## config.mk

```make
export PLATFORM = sky130hd
export DESIGN_NAME = nvme_queue_pair_tracker
export DESIGN_NICKNAME = d
export VERILOG_FILES = /design/src/hdl/nqpt_pkg.sv /design/src/hdl/nvme_queue_pair_tracker.sv
export SDC_FILE = /design/constraint.sdc
export NUM_CORES = 1
export LEC_CHECK = 0
export BUFFER_PORTS_ARGS = -buffer_cell sky130_fd_sc_hd__buf_2
export CAP_MARGIN = 5
export CORE_MARGIN = 3
export CORE_UTILIZATION = 55
export CTS_BUF_LIST = sky130_fd_sc_hd__clkbuf_16
export DETAILED_ROUTE_END_ITERATION = 12
export PLACE_DENSITY_LB_ADDON = 0.08
export REMOVE_ABC_BUFFERS = 1
export SLEW_MARGIN = 15
export SYNTH_ARGS = -nofsm -noshare
export SYNTH_HDL_FRONTEND = slang
export SYNTH_SLANG_ARGS = --single-unit
```

## constraint.sdc

```tcl
create_clock -name aclk -period 15.3 [get_ports aclk]
set_input_delay 0.765 -clock aclk [delete_from_list [all_inputs] [get_ports aclk]]
set_output_delay 0.765 -clock aclk [all_outputs]
set_load 0.02 [all_outputs]
```

## src/hdl/nqpt_pkg.sv

```systemverilog
// types and constants of the nvme queue pair tracker
// no dependencies
package nqpt_pkg;

    localparam int unsigned MAX_DEPTH_DEF = 65536;

    localparam logic [16:0] QUEUE_DEPTH_RST = 17'd64;
    localparam logic [15:0] QUEUE_ID_RST    = 16'd0;
    localparam logic [31:0] ADMIN_TO_RST    = 32'd60000;
    localparam logic [31:0] IO_TO_RST       = 32'd30000;

    localparam int unsigned CFG_IDX_W  = 2;
    localparam int unsigned CFG_DATA_W = 32;
    localparam int unsigned S_TDATA_W  = 48;
    localparam int unsigned S_TUSER_W  = 2;
    localparam int unsigned M_TDATA_W  = 120;

    typedef enum logic [1:0] {
        REQ_SUBMIT = 2'd0,
        REQ_CPL    = 2'd1,
        REQ_ARM    = 2'd2,
        REQ_TICK   = 2'd3
    } req_t;

    typedef enum logic [1:0] {
        WAIT_NONE    = 2'd0,
        WAIT_OK      = 2'd1,
        WAIT_FAIL    = 2'd2,
        WAIT_TIMEOUT = 2'd3
    } wres_t;

    typedef enum logic [CFG_IDX_W-1:0] {
        CFG_QUEUE_DEPTH = 2'd0,
        CFG_QUEUE_ID    = 2'd1,
        CFG_ADMIN_TO    = 2'd2,
        CFG_IO_TO       = 2'd3
    } cfg_idx_t;

    typedef struct packed {
        logic [15:0] wait_cid;
        logic [15:0] entry_cid;
        logic [15:0] entry_status;
    } in_t;

    typedef struct packed {
        logic [1:0]  pad;
        logic        is_empty;
        logic        is_full;
        logic [15:0] outstanding;
        wres_t       wait_result;
        logic [15:0] cpl_status_out;
        logic [15:0] cpl_cid_out;
        logic        cpl_valid;
        logic [15:0] cq_head_new;
        logic [15:0] sq_tail_new;
        logic [15:0] sq_slot;
        logic [15:0] cid_out;
        logic        accepted;
    } result_t;

endpackage

```

## src/hdl/nvme_queue_pair_tracker.sv

```systemverilog
// Host-side tracker for one NVMe submission/completion queue pair: submit, completion,
// arm-wait and tick requests, one result beat per request beat. Depends on nqpt_pkg.
//
// Takes one request beat per clock unless stalled and returns one result beat per request.
// The request lands in an input register, the pointer, phase and wait update is one level of
// compare-and-increment logic, and the result sits in an output register. A stalled result
// still lets one more request into the input register, then s_tready drops until the result
// is taken. The user must write configuration through cfg_we / cfg_index / cfg_wdata only
// while no request is in flight; the block does not enforce it. Reset has no clearing pass.
module nvme_queue_pair_tracker #(
    parameter int unsigned MAX_DEPTH = nqpt_pkg::MAX_DEPTH_DEF
) (
    input  logic                             aclk,
    input  logic                             aresetn,
    // configuration write port
    input  logic                             cfg_we,
    input  logic [nqpt_pkg::CFG_IDX_W-1:0]   cfg_index,
    input  logic [nqpt_pkg::CFG_DATA_W-1:0]  cfg_wdata,
    // request channel
    input  logic                             s_tvalid,
    output logic                             s_tready,
    // entry_status, entry_cid, wait_cid
    input  logic [nqpt_pkg::S_TDATA_W-1:0]   s_tdata,
    // req_type
    input  logic [nqpt_pkg::S_TUSER_W-1:0]   s_tuser,
    // result channel
    output logic                             m_tvalid,
    input  logic                             m_tready,
    // accepted, cid_out, sq_slot, new sq tail, new cq head, cpl_valid, cpl_cid_out,
    // cpl_status_out, wait_result, outstanding, is_full, is_empty, zero pad
    output logic [nqpt_pkg::M_TDATA_W-1:0]   m_tdata
);

    localparam int unsigned PTR_W   = $clog2(MAX_DEPTH);
    localparam int unsigned DEPTH_W = $clog2(MAX_DEPTH + 1);

    // configuration registers
    logic [16:0] queue_depth_reg;
    logic [15:0] queue_id_reg;
    logic [31:0] admin_to_reg;
    logic [31:0] io_to_reg;

    // queue and wait state
    logic [PTR_W-1:0] sub_tail_reg, sub_tail_next;
    logic [PTR_W-1:0] cpl_head_reg, cpl_head_next;
    logic             phase_reg, phase_next;
    logic [15:0]      next_ident_reg, next_ident_next;
    logic             wait_armed_reg, wait_armed_next;
    logic [15:0]      awaited_ident_reg, awaited_ident_next;
    logic [31:0]      wait_elapsed_reg, wait_elapsed_next;

    // input and output stages
    logic             in_valid_reg;
    nqpt_pkg::req_t   in_type_reg;
    nqpt_pkg::in_t    in_data_reg;
    logic             out_valid_reg;
    nqpt_pkg::result_t out_reg, result_next;

    logic advance;

    assign advance  = in_valid_reg && (!out_valid_reg || m_tready);
    assign s_tready = !in_valid_reg || advance;
    assign m_tvalid = out_valid_reg;
    assign m_tdata  = out_reg;

    function automatic logic [DEPTH_W-1:0] occupancy(
        input logic [DEPTH_W-1:0] t,
        input logic [DEPTH_W-1:0] h,
        input logic [DEPTH_W-1:0] d
    );
        return (t >= h) ? (t - h) : (d - h + t);
    endfunction

    logic [DEPTH_W-1:0] depth_use;
    logic [DEPTH_W-1:0] tail_use, head_use;
    logic [DEPTH_W-1:0] tail_inc, head_inc;
    logic [DEPTH_W-1:0] tail_after, head_after;
    logic [DEPTH_W-1:0] occ_before, occ_after;
    logic [31:0]        limit;
    logic [31:0]        elapsed_inc;

    always_comb begin
        if (queue_depth_reg < 17'd2) begin
            depth_use = DEPTH_W'(2);
        end else if (queue_depth_reg > 17'(MAX_DEPTH)) begin
            depth_use = DEPTH_W'(MAX_DEPTH);
        end else begin
            depth_use = DEPTH_W'(queue_depth_reg);
        end

        // a pointer left beyond a shrunk depth reads as zero
        tail_use = (DEPTH_W'(sub_tail_reg) >= depth_use) ? '0 : DEPTH_W'(sub_tail_reg);
        head_use = (DEPTH_W'(cpl_head_reg) >= depth_use) ? '0 : DEPTH_W'(cpl_head_reg);
        tail_inc = tail_use + DEPTH_W'(1);
        head_inc = head_use + DEPTH_W'(1);
        occ_before = occupancy(tail_use, head_use, depth_use);

        limit       = (queue_id_reg == 16'd0) ? admin_to_reg : io_to_reg;
        elapsed_inc = (wait_elapsed_reg == '1) ? wait_elapsed_reg : wait_elapsed_reg + 32'd1;

        // pointers keep their raw value unless the request moves them
        sub_tail_next      = sub_tail_reg;
        cpl_head_next      = cpl_head_reg;
        phase_next         = phase_reg;
        next_ident_next    = next_ident_reg;
        wait_armed_next    = wait_armed_reg;
        awaited_ident_next = awaited_ident_reg;
        wait_elapsed_next  = wait_elapsed_reg;
        result_next        = '0;
        result_next.wait_result = nqpt_pkg::WAIT_NONE;

        unique case (in_type_reg)
            nqpt_pkg::REQ_SUBMIT: begin
                if (occ_before < depth_use - DEPTH_W'(1)) begin
                    sub_tail_next           = (tail_inc >= depth_use) ? '0 : PTR_W'(tail_inc);
                    next_ident_next         = next_ident_reg + 16'd1;
                    result_next.accepted    = 1'b1;
                    result_next.cid_out     = next_ident_reg;
                    result_next.sq_slot     = 16'(tail_use);
                    result_next.sq_tail_new = 16'(sub_tail_next);
                end else begin
                    sub_tail_next = sub_tail_reg;
                end
            end
            nqpt_pkg::REQ_CPL: begin
                if (in_data_reg.entry_status[0] == phase_reg) begin
                    if (head_inc >= depth_use) begin
                        cpl_head_next = '0;
                        phase_next    = !phase_reg;
                    end else begin
                        cpl_head_next = PTR_W'(head_inc);
                    end
                    result_next.cq_head_new    = 16'(cpl_head_next);
                    result_next.cpl_valid      = 1'b1;
                    result_next.cpl_cid_out    = in_data_reg.entry_cid;
                    result_next.cpl_status_out = in_data_reg.entry_status;
                    if (wait_armed_reg && in_data_reg.entry_cid == awaited_ident_reg) begin
                        // status code and code type zero means success
                        result_next.wait_result = (in_data_reg.entry_status[11:1] == 11'd0)
                                                  ? nqpt_pkg::WAIT_OK : nqpt_pkg::WAIT_FAIL;
                        wait_armed_next = 1'b0;
                    end
                end else begin
                    cpl_head_next = cpl_head_reg;
                end
            end
            nqpt_pkg::REQ_ARM: begin
                wait_armed_next    = 1'b1;
                awaited_ident_next = in_data_reg.wait_cid;
                wait_elapsed_next  = '0;
            end
            nqpt_pkg::REQ_TICK: begin
                if (wait_armed_reg) begin
                    wait_elapsed_next = elapsed_inc;
                    if (elapsed_inc >= limit) begin
                        result_next.wait_result = nqpt_pkg::WAIT_TIMEOUT;
                        wait_armed_next         = 1'b0;
                    end
                end
            end
            default: begin
            end
        endcase

        tail_after = (DEPTH_W'(sub_tail_next) >= depth_use) ? '0 : DEPTH_W'(sub_tail_next);
        head_after = (DEPTH_W'(cpl_head_next) >= depth_use) ? '0 : DEPTH_W'(cpl_head_next);
        occ_after               = occupancy(tail_after, head_after, depth_use);
        result_next.outstanding = 16'(occ_after);
        result_next.is_full     = (occ_after >= depth_use - DEPTH_W'(1));
        result_next.is_empty    = (occ_after == '0);
    end

    always_ff @(posedge aclk) begin
        if (!aresetn) begin
            queue_depth_reg   <= nqpt_pkg::QUEUE_DEPTH_RST;
            queue_id_reg      <= nqpt_pkg::QUEUE_ID_RST;
            admin_to_reg      <= nqpt_pkg::ADMIN_TO_RST;
            io_to_reg         <= nqpt_pkg::IO_TO_RST;
            sub_tail_reg      <= '0;
            cpl_head_reg      <= '0;
            phase_reg         <= 1'b1;
            next_ident_reg    <= '0;
            wait_armed_reg    <= 1'b0;
            awaited_ident_reg <= '0;
            wait_elapsed_reg  <= '0;
            in_valid_reg      <= 1'b0;
            out_valid_reg     <= 1'b0;
        end else begin
            if (cfg_we) begin
                unique case (nqpt_pkg::cfg_idx_t'(cfg_index))
                    nqpt_pkg::CFG_QUEUE_DEPTH: queue_depth_reg <= cfg_wdata[16:0];
                    nqpt_pkg::CFG_QUEUE_ID:    queue_id_reg    <= cfg_wdata[15:0];
                    nqpt_pkg::CFG_ADMIN_TO:    admin_to_reg    <= cfg_wdata;
                    nqpt_pkg::CFG_IO_TO:       io_to_reg       <= cfg_wdata;
                    default: begin
                    end
                endcase
            end

            if (s_tready) begin
                in_valid_reg <= s_tvalid;
            end

            if (advance) begin
                sub_tail_reg      <= sub_tail_next;
                cpl_head_reg      <= cpl_head_next;
                phase_reg         <= phase_next;
                next_ident_reg    <= next_ident_next;
                wait_armed_reg    <= wait_armed_next;
                awaited_ident_reg <= awaited_ident_next;
                wait_elapsed_reg  <= wait_elapsed_next;
                out_valid_reg     <= 1'b1;
            end else if (m_tready) begin
                out_valid_reg <= 1'b0;
            end
        end
    end

    // payload registers
    always_ff @(posedge aclk) begin
        if (s_tvalid && s_tready) begin
            in_type_reg <= nqpt_pkg::req_t'(s_tuser);
            in_data_reg <= s_tdata;
        end
        if (advance) begin
            out_reg <= result_next;
        end
    end

endmodule

```

==> summary.txt <==
Floorplan
  • Die ar.: about 47000 um^2
  • CORE AREA: 43300 um^2
  • Die W: 216 um
  • Die Y: roughly 220 um
  • Starting Density: 0.559
  • # rows: 76
  • Number of top-level pins: ~210

Worst setup path
  • CP required: between 15 and 20 ns
  • Crit path kind: register to register
  • Most frequent CP cell: ha_1
  • Worst path slowest cell: or4_4
  • Crit. End Element: register
  • R2r worst-path depth: 66
  • Worst Path Max Fanout: 9
  • Startpoint Class: register
  • CP peak stage delay: roughly 0.6 ns
  • Reg-to-Reg Start: queue_depth_reg[5]
  • Worst r2r dst: m_tdata[116]
  • Worst R2R Setup Slack: a little over 0.7 ns
  • Data arrival time of the worst path: about 15 ns

Clocking
  • Clk_lat worst skew: about 0.57 ns
  • CTS tree: yes
  • CTS Buffer Depth: 3
  • Clock-pin slew on the worst setup and hold paths: roughly 0.07 ns
  • Post-CTS Hold Fix Bufs: 0
  • H-tree depth: 2
  • Clk root buf: clkbuf_16
  • CTS buffer count: 40
  • CTS sink cnt: 365

Power
  • Worst VDD drop: approximately 0.10 mV
  • Power Total: between 2 and 2.5 mW
  • Psw: ~0.70 mW
  • Leak: about 12 nW
  • P per Cell Area: slightly below 90 nW/um^2
  • Int Power: ~1.8 mW
  • Sequential Power Share: 0.438
  • Logic pwr share: 0.181
  • Net Sw Frac: 0.283
  • Clock power share: 0.381

Detailed routing
  • Iter 0 DRT Violations: 1766
  • DRC: 1
  • Detailed Route WL: 75000 um
  • DR pass1 iterations: 12
  • Wire per inst: 21.4 um
  • Vias: 21.0k
  • Avg Vias per Cell: 5.98
  • Antenna Nets Post-Route: 0

Worst hold path
  • Min-Delay Path Class: primary input to register
  • WHS Path Cells: 1
  • WHS Endpoint: in_data_reg[28]
  • Hold path startpoint: s_tdata[28]

Synth
  • Cells after synthesis: about 2.7k
  • Synth warn: 0
  • Ys async rst share: 0
  • Number of flops mapped to enable cells by yosys: ~170
  • Sequential area share after synthesis: 0.372
  • Synth Flop Type: dfxtp_1
  • Synthesized area: 24200 um^2
  • FF+latch count, synth: about 370
  • Yosys cell types: 83
  • Avg Inst Size Synth: about 9 um^2

Global route
  • Largest net degree at the start of global routing: 89
  • First-pass GRT wire length: roughly 110000 um
  • Vias in the first global route: roughly 20k
  • Gr usage total: 0.312
  • Initial antenna violation count: 4
  • Remaining global-route overflow: 0

STA
  • Tcrit/Tclk final: 0.953
  • Final min period: 14.59 ns
  • Hold Violations, Final: 0
  • Slew Limit Fails: 0
  • Setup-failing EPs final: 0
  • Fmax: about 69 MHz
  • Max-slew headroom: 0.338
  • Fin worst setup slack: 0.714 ns
  • Worst Skew: 0.0138 ns
  • Worst Max-Slew Pin Slew: 0.992 ns

Flow run
  • Max-cap violations: 0

Layout
  • # fillers: approximately 3.7k
  • Max reg flops: 118
  • Share of layout cells above drive strength 1: 0.146
  • FF+latch area: approximately 9000 um^2
  • Area growth syn-to-layout: 14.5%
  • Final #Nets: between 3k and 4k
  • Multi-input combinational cell area: roughly 15000 um^2

Outcome
  • Outcome: finished, violations left
  • Failing checks: design-rule violations

Placement
  • Post-DP HPWL: between 50000 and 60000 um
  • GP Congestion: 0.993
  • Port bufs: about 210
  • Dpl ws: 0.130 ns
==> timing repair <==
action                                  in CTS  in global routing
endpoints found under the setup margin       0                  6
setup buffers                                0                  8
gates resized for setup                      0                 52
==> final cells by class <==
type / instances / area share
Antenna cell: 1 / 0.0000903
Tap cell: 585 / 0.0264
Clock buffer: 42 / 0.0379
Clock inverter: 29 / 0.00800
Sequential cell: 365 / 0.325
Inverter: 122 / 0.0167
Timing Repair Buffer: 293 / 0.0611
Multi-Input combinational cell: 2072 / 0.525
==> cells in the mapped netlist (92+ instances only) <==
master / count / share of area
a21boi_0: 109 / 0.034
a21oi_1: 95 / 0.020
and2_1: 97 / 0.025
clkbuf_1: 95 / 0.015
dfxtp_1: 197 / 0.16
edfxtp_1: 168 / 0.21
ha_1: 235 / 0.12
inv_1: 119 / 0.018
nand2_1: 399 / 0.062
nand3_1: 92 / 0.019
nor2_1: 138 / 0.021
o21ai_0: 109 / 0.023
xnor2_1: 102 / 0.037
==> routing by layer <==
layer	part of all wire	GRT usage
met5	0.00027	0
met4	0.051	0.140
met3	0.067	0.0449
met2	0.47	0.517
met1	0.41	0.406
==> stage by stage <==
step	instances	hold WS [ns]	setup TNS [ns]	util	area (um^2)
global placement	3426	0.450	0	0.604	26100
finish	3509	0.374	0	0.640	27700
detailed placement	3426	0.456	0	0.604	26100
CTS	3497	0.352	0	0.633	27400
global route	3509	0.356	-0.184	0.640	27700
floorplan	2559	0.438	-20.93	-	23800
==> cells in the final DEF (no fill, tap or decap), types with 9 or more instances in the layout <==
cell type / instances
a211oi_1: 17
a21boi_0: 107
a21o_1: 55
a21oi_1: 92
a22o_1: 39
a22oi_1: 33
a31oi_1: 10
and2_1: 96
and3_1: 19
buf_2: 209
buf_4: 80
clkbuf_16: 42
clkinv_2: 9
dfxtp_1: 197
edfxtp_1: 168
fa_1: 30
ha_1: 233
inv_1: 122
mux2i_1: 39
nand2_1: 398
nand2b_1: 26
nand3_1: 92
nand4_1: 54
nor2_1: 136
nor2b_1: 58
nor3_1: 57
nor4_1: 21
o21a_1: 34
o21ai_0: 102
o21bai_1: 10
or3_1: 10
xnor2_1: 101
xor2_1: 42
==> cell families after synthesis <==
group,synth area share
AO/OA/AOI/OAI,0.169
XOR/XNOR,0.0521
AND/OR/NAND/NOR,0.203
adder cells (fa/ha/maj),0.146
buffers and inverters,0.0372
multiplexers,0.0198
other,0.000155
flip-flops,0.372
==> worst max-delay path, delay by kind of cell, from the launching register on <==
| family | cells | cell delay [ns] |
|---|---|---|
| AND/OR/NAND/NOR | 18 | 3.53 |
| adder cells (fa/ha/maj) | 8 | 2.86 |
| XOR/XNOR | 2 | 0.30 |
| flip-flops | 1 | 0.37 |
| multiplexers | 1 | 0.28 |
| AO/OA/AOI/OAI | 30 | 5.91 |
| buffers and inverters | 7 | 1.07 |
==> worst max path at each step <==
stage / start / to / slack (ns) / cells after the start
2_1_floorplan: queue_depth_reg[5] / m_tdata[116] / -2.82 / 71
3_3_place_gp: queue_depth_reg[5] / m_tdata[116] / 0.30 / 73
3_5_place_dp: queue_depth_reg[5] / m_tdata[116] / 0.13 / 74
4_1_cts: queue_depth_reg[5] / m_tdata[116] / 0.05 / 74
5_1_grt: queue_depth_reg[5] / m_tdata[116] / -0.18 / 77
6_report: queue_depth_reg[5] / m_tdata[116] / 0.71 / 66
==> power groups by stage <==
stage | registers (mW) | logic (mW) | clock network, mW
after global placement | 1.10 | 0.422 | 0
after global routing | 1.08 | 0.483 | 0.993
final | 1.08 | 0.446 | 0.937
after CTS | 1.08 | 0.428 | 0.953
after detailed placement | 1.10 | 0.426 | 0
after floorplan | 1.12 | 0.255 | 0
No activity file was read; power rests on OpenSTA's default activity.
